**src/hw/rtl/knat_pkg.sv**
```systemverilog
// Package for the keyed name alias table: sizes, operation and status codes,
// and the command record passed from the front end to the back end.
// No dependencies.
`default_nettype none
package knat_pkg;
    localparam int MAX_ENTRIES_DEF = 32;
    localparam int NAME_STORE_DEF  = 244;

    localparam logic [1:0] FUNC_ADD   = 2'd0;
    localparam logic [1:0] FUNC_MATCH = 2'd1;
    localparam logic [1:0] FUNC_ROOT  = 2'd2;
    localparam logic [1:0] FUNC_NONE  = 2'd3;

    localparam logic [1:0] ST_OK   = 2'd0;
    localparam logic [1:0] ST_FULL = 2'd1;
    localparam logic [1:0] ST_LONG = 2'd2;

    typedef struct packed {
        logic [1:0]  func;
        logic [31:0] dir_node;
        logic [31:0] old_root;
        logic [31:0] target_node;
        logic [7:0]  key_len;
    } knat_cmd_t;
endpackage
`default_nettype wire

```
**src/hw/rtl/knat_if.sv**
```systemverilog
// Valid/ready channel interfaces for the keyed name alias table.
// Depends on nothing.
`default_nettype none
interface knat_in_if;
    logic        valid;
    logic        ready;
    logic [1:0]  func;
    logic [31:0] dir_node;
    logic [31:0] old_root;
    logic [31:0] target_node;
    logic [7:0]  name_byte;
    logic        byte_present;
    logic        name_last;
    modport source (output valid, func, dir_node, old_root, target_node, name_byte,
                    byte_present, name_last, input ready);
    modport sink (input valid, func, dir_node, old_root, target_node, name_byte,
                  byte_present, name_last, output ready);
endinterface

`default_nettype wire

```
**src/hw/rtl/knat_front.sv**
```systemverilog
// Front end: buffers key bytes; one command per name_last transaction unless FUNC_NONE.
// Depends on knat_pkg and knat_if. The key buffer is shared with the back end.
`default_nettype none
module knat_front
    import knat_pkg::*;
#(
    parameter int NAME_STORE = NAME_STORE_DEF
)
(
    input  wire logic       clk,
    input  wire logic       rst_n,
    knat_in_if.sink         in_ch,
    input  wire logic       busy,
    input  wire logic [7:0] key_raddr,
    output logic [7:0]      key_rdata,
    output logic            cmd_valid,
    output knat_cmd_t       cmd
);
    logic [7:0] key_mem [NAME_STORE];
    logic [7:0] key_len_reg, key_len_next;
    logic       acc;

    assign in_ch.ready = !busy && !cmd_valid;
    assign acc = in_ch.valid && in_ch.ready;

    always_comb
    begin
        key_len_next = key_len_reg;
        if (acc)
        begin
            if (in_ch.name_last)
                key_len_next = 8'd0;
            else if (in_ch.byte_present && key_len_reg != 8'd255)
                key_len_next = key_len_reg + 8'd1;
        end
    end

    always_ff @(posedge clk)
    begin
        if (acc && in_ch.byte_present && 32'(key_len_reg) < NAME_STORE)
            key_mem[key_len_reg[$clog2(NAME_STORE)-1:0]] <= in_ch.name_byte;
        key_rdata <= key_mem[key_raddr[$clog2(NAME_STORE)-1:0]];
    end

    always_ff @(posedge clk or negedge rst_n)
    begin
        if (!rst_n)
        begin
            key_len_reg <= 8'd0;
            cmd_valid   <= 1'b0;
        end
        else
        begin
            key_len_reg <= key_len_next;
            cmd_valid   <= 1'b0;
            if (acc && in_ch.name_last && in_ch.func != FUNC_NONE)
                cmd_valid <= 1'b1;
        end
    end

    always_ff @(posedge clk)
    begin
        if (acc)
        begin
            cmd.func        <= in_ch.func;
            cmd.dir_node    <= in_ch.dir_node;
            cmd.old_root    <= in_ch.old_root;
            cmd.target_node <= in_ch.target_node;
            cmd.key_len     <= (in_ch.byte_present && key_len_reg != 8'd255)
                               ? key_len_reg + 8'd1 : key_len_reg;
        end
    end
endmodule
`default_nettype wire

```
**src/flat_wrapper.sv**
```systemverilog
// flat-port wrapper written by rule: the top's interface ports become plain ports
module knat_front_flat import knat_pkg::*;
#(
    parameter int NAME_STORE = NAME_STORE_DEF
)
  (clk, rst_n, busy, key_raddr, key_rdata, cmd_valid, cmd, in_ch_valid, in_ch_func, in_ch_dir_node, in_ch_old_root, in_ch_target_node, in_ch_name_byte, in_ch_byte_present, in_ch_name_last, in_ch_ready);
  knat_in_if in_ch_i ();
  input  wire logic clk;
  input  wire logic rst_n;
  input  wire logic busy;
  input  wire logic [7:0] key_raddr;
  output logic [7:0] key_rdata;
  output logic cmd_valid;
  output knat_cmd_t cmd;
  input wire logic [$bits(in_ch_i.valid)-1:0] in_ch_valid;
  input wire logic [$bits(in_ch_i.func)-1:0] in_ch_func;
  input wire logic [$bits(in_ch_i.dir_node)-1:0] in_ch_dir_node;
  input wire logic [$bits(in_ch_i.old_root)-1:0] in_ch_old_root;
  input wire logic [$bits(in_ch_i.target_node)-1:0] in_ch_target_node;
  input wire logic [$bits(in_ch_i.name_byte)-1:0] in_ch_name_byte;
  input wire logic [$bits(in_ch_i.byte_present)-1:0] in_ch_byte_present;
  input wire logic [$bits(in_ch_i.name_last)-1:0] in_ch_name_last;
  output wire logic [$bits(in_ch_i.ready)-1:0] in_ch_ready;
  assign in_ch_i.valid = in_ch_valid;
  assign in_ch_i.func = in_ch_func;
  assign in_ch_i.dir_node = in_ch_dir_node;
  assign in_ch_i.old_root = in_ch_old_root;
  assign in_ch_i.target_node = in_ch_target_node;
  assign in_ch_i.name_byte = in_ch_name_byte;
  assign in_ch_i.byte_present = in_ch_byte_present;
  assign in_ch_i.name_last = in_ch_name_last;
  assign in_ch_ready = in_ch_i.ready;
  knat_front #(.NAME_STORE(NAME_STORE)) u_core (.clk(clk), .rst_n(rst_n), .in_ch(in_ch_i), .busy(busy), .key_raddr(key_raddr), .key_rdata(key_rdata), .cmd_valid(cmd_valid), .cmd(cmd));
endmodule
```
**config.mk**
```make
export PLATFORM = sky130hd
export DESIGN_NAME = knat_front_flat
export DESIGN_NICKNAME = d
export VERILOG_FILES = /design/src/hw/rtl/knat_pkg.sv /design/src/hw/rtl/knat_if.sv /design/src/hw/rtl/knat_front.sv /design/src/flat_wrapper.sv
export SDC_FILE = /design/constraint.sdc
export NUM_CORES = 2
export LEC_CHECK = 0
export BUFFER_PORTS_ARGS = -buffer_cell sky130_fd_sc_hd__buf_2
export CELL_PAD_IN_SITES_DETAIL_PLACEMENT = 1
export CELL_PAD_IN_SITES_GLOBAL_PLACEMENT = 1
export CORE_MARGIN = 4
export CORE_UTILIZATION = 50
export CTS_CLUSTER_DIAMETER = 60
export CTS_CLUSTER_SIZE = 30
export DETAILED_ROUTE_END_ITERATION = 10
export GPL_TIMING_DRIVEN = 1
export PLACE_DENSITY = 0.81
export SYNTH_ARGS = -nofsm -noshare
export SYNTH_HDL_FRONTEND = slang
export SYNTH_SLANG_ARGS = --single-unit
```
**constraint.sdc**
```tcl
create_clock -name clk -period 11.2 [get_ports clk]
set_input_delay 3.36 -clock clk [delete_from_list [all_inputs] [get_ports clk]]
set_output_delay 3.36 -clock clk [all_outputs]
set_load 0.02 [all_outputs]
```
### Word level (Yosys, flattened, before mapping)

Memory sizes are Yosys's and may differ from the RTL's. A register that Yosys moved wholly into a read port is not among the register bits.
Cells that the tools add are included.

| storage, ports and cells | value |
|---|---|
| register bits | 115 |
| bits in latches | 0 |
| bits in writable memories | 1952 |
| memory bits (read-only) | 0 |
| input port bits | 120 |
| output and inout port bits | 116 |
| word-level logic and storage cells | 26 |
| memories kept | 1 |

Memories:

| memory | words | width | read ports | clocked after Yosys merged registers in | write ports | RTL line | RTL |
|---|---|---|---|---|---|---|---|
| u_core.key_mem | 244 | 8 | 1 | 1 | 1 | knat_front.sv:19 | `logic [7:0] key_mem [NAME_STORE];` |

| cells by class | value |
|---|---|
| add/sub/neg operators | 1 |
| multipliers | 0 |
| divide/modulo/power cells | 0 |
| $lt $le $gt $ge | 1 |
| eq/ne operators | 2 |
| shift-type cells | 0 |
| mux-type cells | 5 |
| bitwise logic cells | 0 |
| reductions and logical operators | 9 |

Operators by type and width:

| cell | number |
|---|---|
| 8-bit 2-to-1 mux | 2 |
| 8-bit by 1-bit adder with 8-bit output (second input constant) | 1 |
| 8-bit < comparator (second input constant) | 1 |
| 8-bit != test (second input constant) | 1 |
| 1-bit logical AND | 7 |
| 1-bit 2-to-1 mux | 3 |
| 1-bit logical NOT | 2 |
| 2-bit != test (second input constant) | 1 |

### Logic depth before layout (Yosys ltp)

| logic depth | value |
|---|---|
| word-level depth | 7 |
| gate-level depth with buffers | 11 |
| depth with buffers taken out | 7 |

### Worst setup path after synthesis

No wires, ideal clock.

| path | value |
|---|---|
| path type | input port to flip-flop |
| start | input port busy |
| end | memory u_core.key_mem[204][0] (enable) |
| setup time | 0.370 ns |
| arrival | 7.547 ns |
| required time | 10.830 ns |
| slack | 3.282 ns |
| stages on the path | 8 |
| buffers on the path | 1 |
| cell sequence | nor2_1 > nand2_1 > inv_1 > nand2_1 > nor2_1 > nand3_1 > clkbuf_1 > nor2_1 |

| between the ends | value |
|---|---|
| cells in the longest elaborated chain, start to end | 7 |

Ends and longest elaborated chain:

| item | RTL line | RTL |
|---|---|---|
| from (decl) | flat_wrapper.sv:10 | `input wire logic busy;` |
| 1-bit logical NOT | knat_front.sv:23 | `assign in_ch.ready = !busy && !cmd_valid;` |
| 1-bit logical AND | knat_front.sv:23 |  |
| 1-bit logical AND | knat_front.sv:24 | `assign acc = in_ch.valid && in_ch.ready;` |
| 1-bit logical AND (2 in a row) | knat_front.sv:40 | `if (acc && in_ch.byte_present && 32'(key_len_reg) < NAME_STORE)` |
| 1-bit 2-to-1 mux | knat_front.sv:40 |  |
| 1-bit 2-to-1 mux (implied by the code) | knat_front.sv:41 | `key_mem[key_len_reg[$clog2(NAME_STORE)-1:0]] <= in_ch.name_byte;` |
| to (decl) | knat_front.sv:19 |  |

No other way between the ends.

### Worst setup path after layout

| path | value |
|---|---|
| start | input port busy |
| end | output port in_ch_ready |

| between the ends | value |
|---|---|
| cells in the longest elaborated chain, start to end | 2 |

Ends and longest elaborated chain:

| item | RTL line | RTL |
|---|---|---|
| 1-bit logical NOT | knat_front.sv:23 |  |
| 1-bit logical AND | knat_front.sv:23 |  |
| to (decl) | flat_wrapper.sv:23 | `output wire logic [$bits(in_ch_i.ready)-1:0] in_ch_ready;` |

No other way between the ends.

==> out/results.txt <==
Cell Pwr Density: 166 nW/µm²
Die Area: 165000 µm²
Seq/Total Area, Yosys: 78.3%
HPWL after DPL: 134000 µm
num ports: 236
Critical path origin: busy
hold path cells: 1
synth-to-layout area growth: 9.73%
status: finished clean
CP Capture Type: primary output
Synth area leaders: edfxtp_1, mux4_2, mux2i_1, nor2_1, a22oi_1
Root Buffer: clkbuf_16
CTS buffer count: 121
total grt overflow: 0
routed vias: 40700
Hold Path Class: reg2reg
WP data required: 7.84 ns
hold slack: 0.618 ns
gpl congestion: 0.859
initial antenna violation count: 22
Synth top cells by count: edfxtp_1, mux4_2, nor2_1
count leader, synth: edfxtp_1
DRC: 0
hold wc startpoint: u_core.key_len_reg[0]
CTS sink count: 2075
final instance area: 87100 µm²
final-report max-slew violation count: 0
Total GRT Usage: 26.4%
vias in the first global route: 41900
htree depth: 3
cells after synthesis: 3714
core area: 157000 µm²
hold_buf cts: 0
internal power contribution: 0.0111 W
WL/cell: 35.6 µm
Combinational Power Share: 5.2%
worst setup path class: in2out
max_slew headroom: 12.0%
top cell type's share of synthesized area: 77.9%
Placed Area: 82600 µm²
Pleak: 26.8 nW
IO Port Bufs: 235
clk_skew: 0.0554 ns
Starting Density: 50.6%
RSZ-0062 raised after global routing: false
Routed WL: 217000 µm
FMAX: 0.139 GHz
largest net degree at the start of global routing: 155
Initial DRT Pass Iterations: 6
ys flop type: edfxtp_1
Syn Nets: 3838
cells on worst reg2reg path: 7
clock latency at the later pin of the worst-skew pair: 0.80 ns
die height: 406 µm
initial drt markers: 5901
minimum clock period: 7.21 ns
Least-Margin Pin Slew: 1.31 ns
max_cap viols: 0
number of flops mapped to enable cells by yosys: 2058
sw frac: 23.4%
Fin. Hold Viols: 0
CTS tree: built
Mapped Area: 79400 µm²
post-CTS setup buffer count: 0
post-CTS resize count: 0
dpl ws: 3.51 ns
leading area contributor after synthesis: edfxtp_1
final setup fails: 0
ys async rst share: 0.434%
Distinct cells, synth: 58
Startpoint Class: input pin
Critical Path AT: 3.85 ns
yosys warns: 0
first-pass GRT wire length: 312000 µm
setup tns final: 0 ns
Sw Pwr: 0.00339 W
clock buffer depth: 3
CP Max Fanout: 2
max FFs per register: 1952
clock transition at the registers of the reported paths: 0.09 ns
Reg2Reg Launch Point: u_core.cmd_valid
share of cells above drive strength 1: 25.0%
Sequential Power Share: 59.1%
final design utilization: 55.5%
cell row count: 145
final setup margin: 3.99 ns
DR vias/cell: 6.67
Die Wd: 406 µm
antenna-violating nets left: 0
Final Cycle Share: 64.4%
Syn Area/Cell: 21.4 µm²
clock power share: 35.6%
Final nets: 4040
VDD IR-drop max: 0.158 mV
flops & latches, synth: 2075
## worst max-delay path, cell delays in order
cell    delay (ns)
buf_2         0.10
nor2_1        0.18
buf_2         0.21
## power by group through the flow
stage                     sequential [W]  combinational (W)  clock [W]
final                            0.00857           0.000760    0.00517
after floorplan                  0.00876           0.000374          0
after CTS                        0.00857           0.000757    0.00521
after global routing             0.00858           0.000793    0.00552
after detailed placement         0.00875           0.000752          0
after global placement           0.00875           0.000723          0
## kinds of logic (layout without fill, tap and decap cells)
group,Yosys count,count (layout),share of synthesized area [%]
flops,2075,2075,78.3
mux,580,580,14.3
simple gates,480,480,2.56
compound gates,351,351,3.18
buf+inv,217,527,1.48
xor+xnor,7,7,0.0772
fa+ha+maj,4,4,0.0631
other cells,0,19,0
## stage by stage
step | power (W) | cells
finish | 0.0145 | 6101
global route | 0.0149 | 6093
CTS | 0.0145 | 6082
detailed placement | 0.00950 | 5851
global placement | 0.00947 | 5851
floorplan | 0.00914 | 3714
## cells in the final DEF (no fill, tap or decap), types with 9 or more instances in the layout
master     Yosys  layout
edfxtp_1    2058    2058
nand2_1       99      99
mux4_2       440     440
o221ai_1      11      11
inv_6          0      20
o2111ai_1     15      15
inv_12         0       9
a22oi_1      113     113
nor2b_1       15      14
o22ai_1       31      31
buf_2         59     224
nor3_1        21      21
nor4_1        16      16
mux2i_1      109     109
a211oi_1      30      30
clkbuf_16      0     123
nand3_1       23      15
a22o_1        24      24
o21ai_0       18      18
dfrtp_1        9       9
diode_2        0      19
a21oi_1       57      57
nand2b_1       9       9
mux2_2        31      31
inv_8          0      17
a221oi_1      14      14
nor2_1       274     271
clkinv_8       0      18
buf_4         40      49
## final timing paths
check / endpoint / slack (ns)
worst min-delay path: u_core.key_len_reg[0] / 0.62
min in group asynchronous: u_core.key_len_reg[7] / 2.40
worst max register to register: u_core.key_mem[156][3] / 6.99
max in group asynchronous: u_core.key_len_reg[2] / 8.59
worst max-delay path: in_ch_ready / 3.99
worst min register to register: u_core.key_len_reg[0] / 0.62
## layout make-up
type	instances	area, µm²
multi-input cells	1422	16100
diodes	19	47.5
clock buffers	131	3110
well taps	2058	2570
clock inverters	100	1300
inverters	6	25.0
repair buffers	290	1770
fillers	13300	69800
flip-flops and latches	2075	62200
## layer usage
metal	GRT usage [%]	wire length, µm	part of all wire (%)	up-vias
li1	-	-	-	15900
met1	35.8	78900	36	21500
met2	42.2	105000	48	2871
met3	5.91	23900	11	472
met4	10.6	9230	4.2	2
met5	0	13	0.0060	-
No activity file was read; power rests on OpenSTA's default activity.
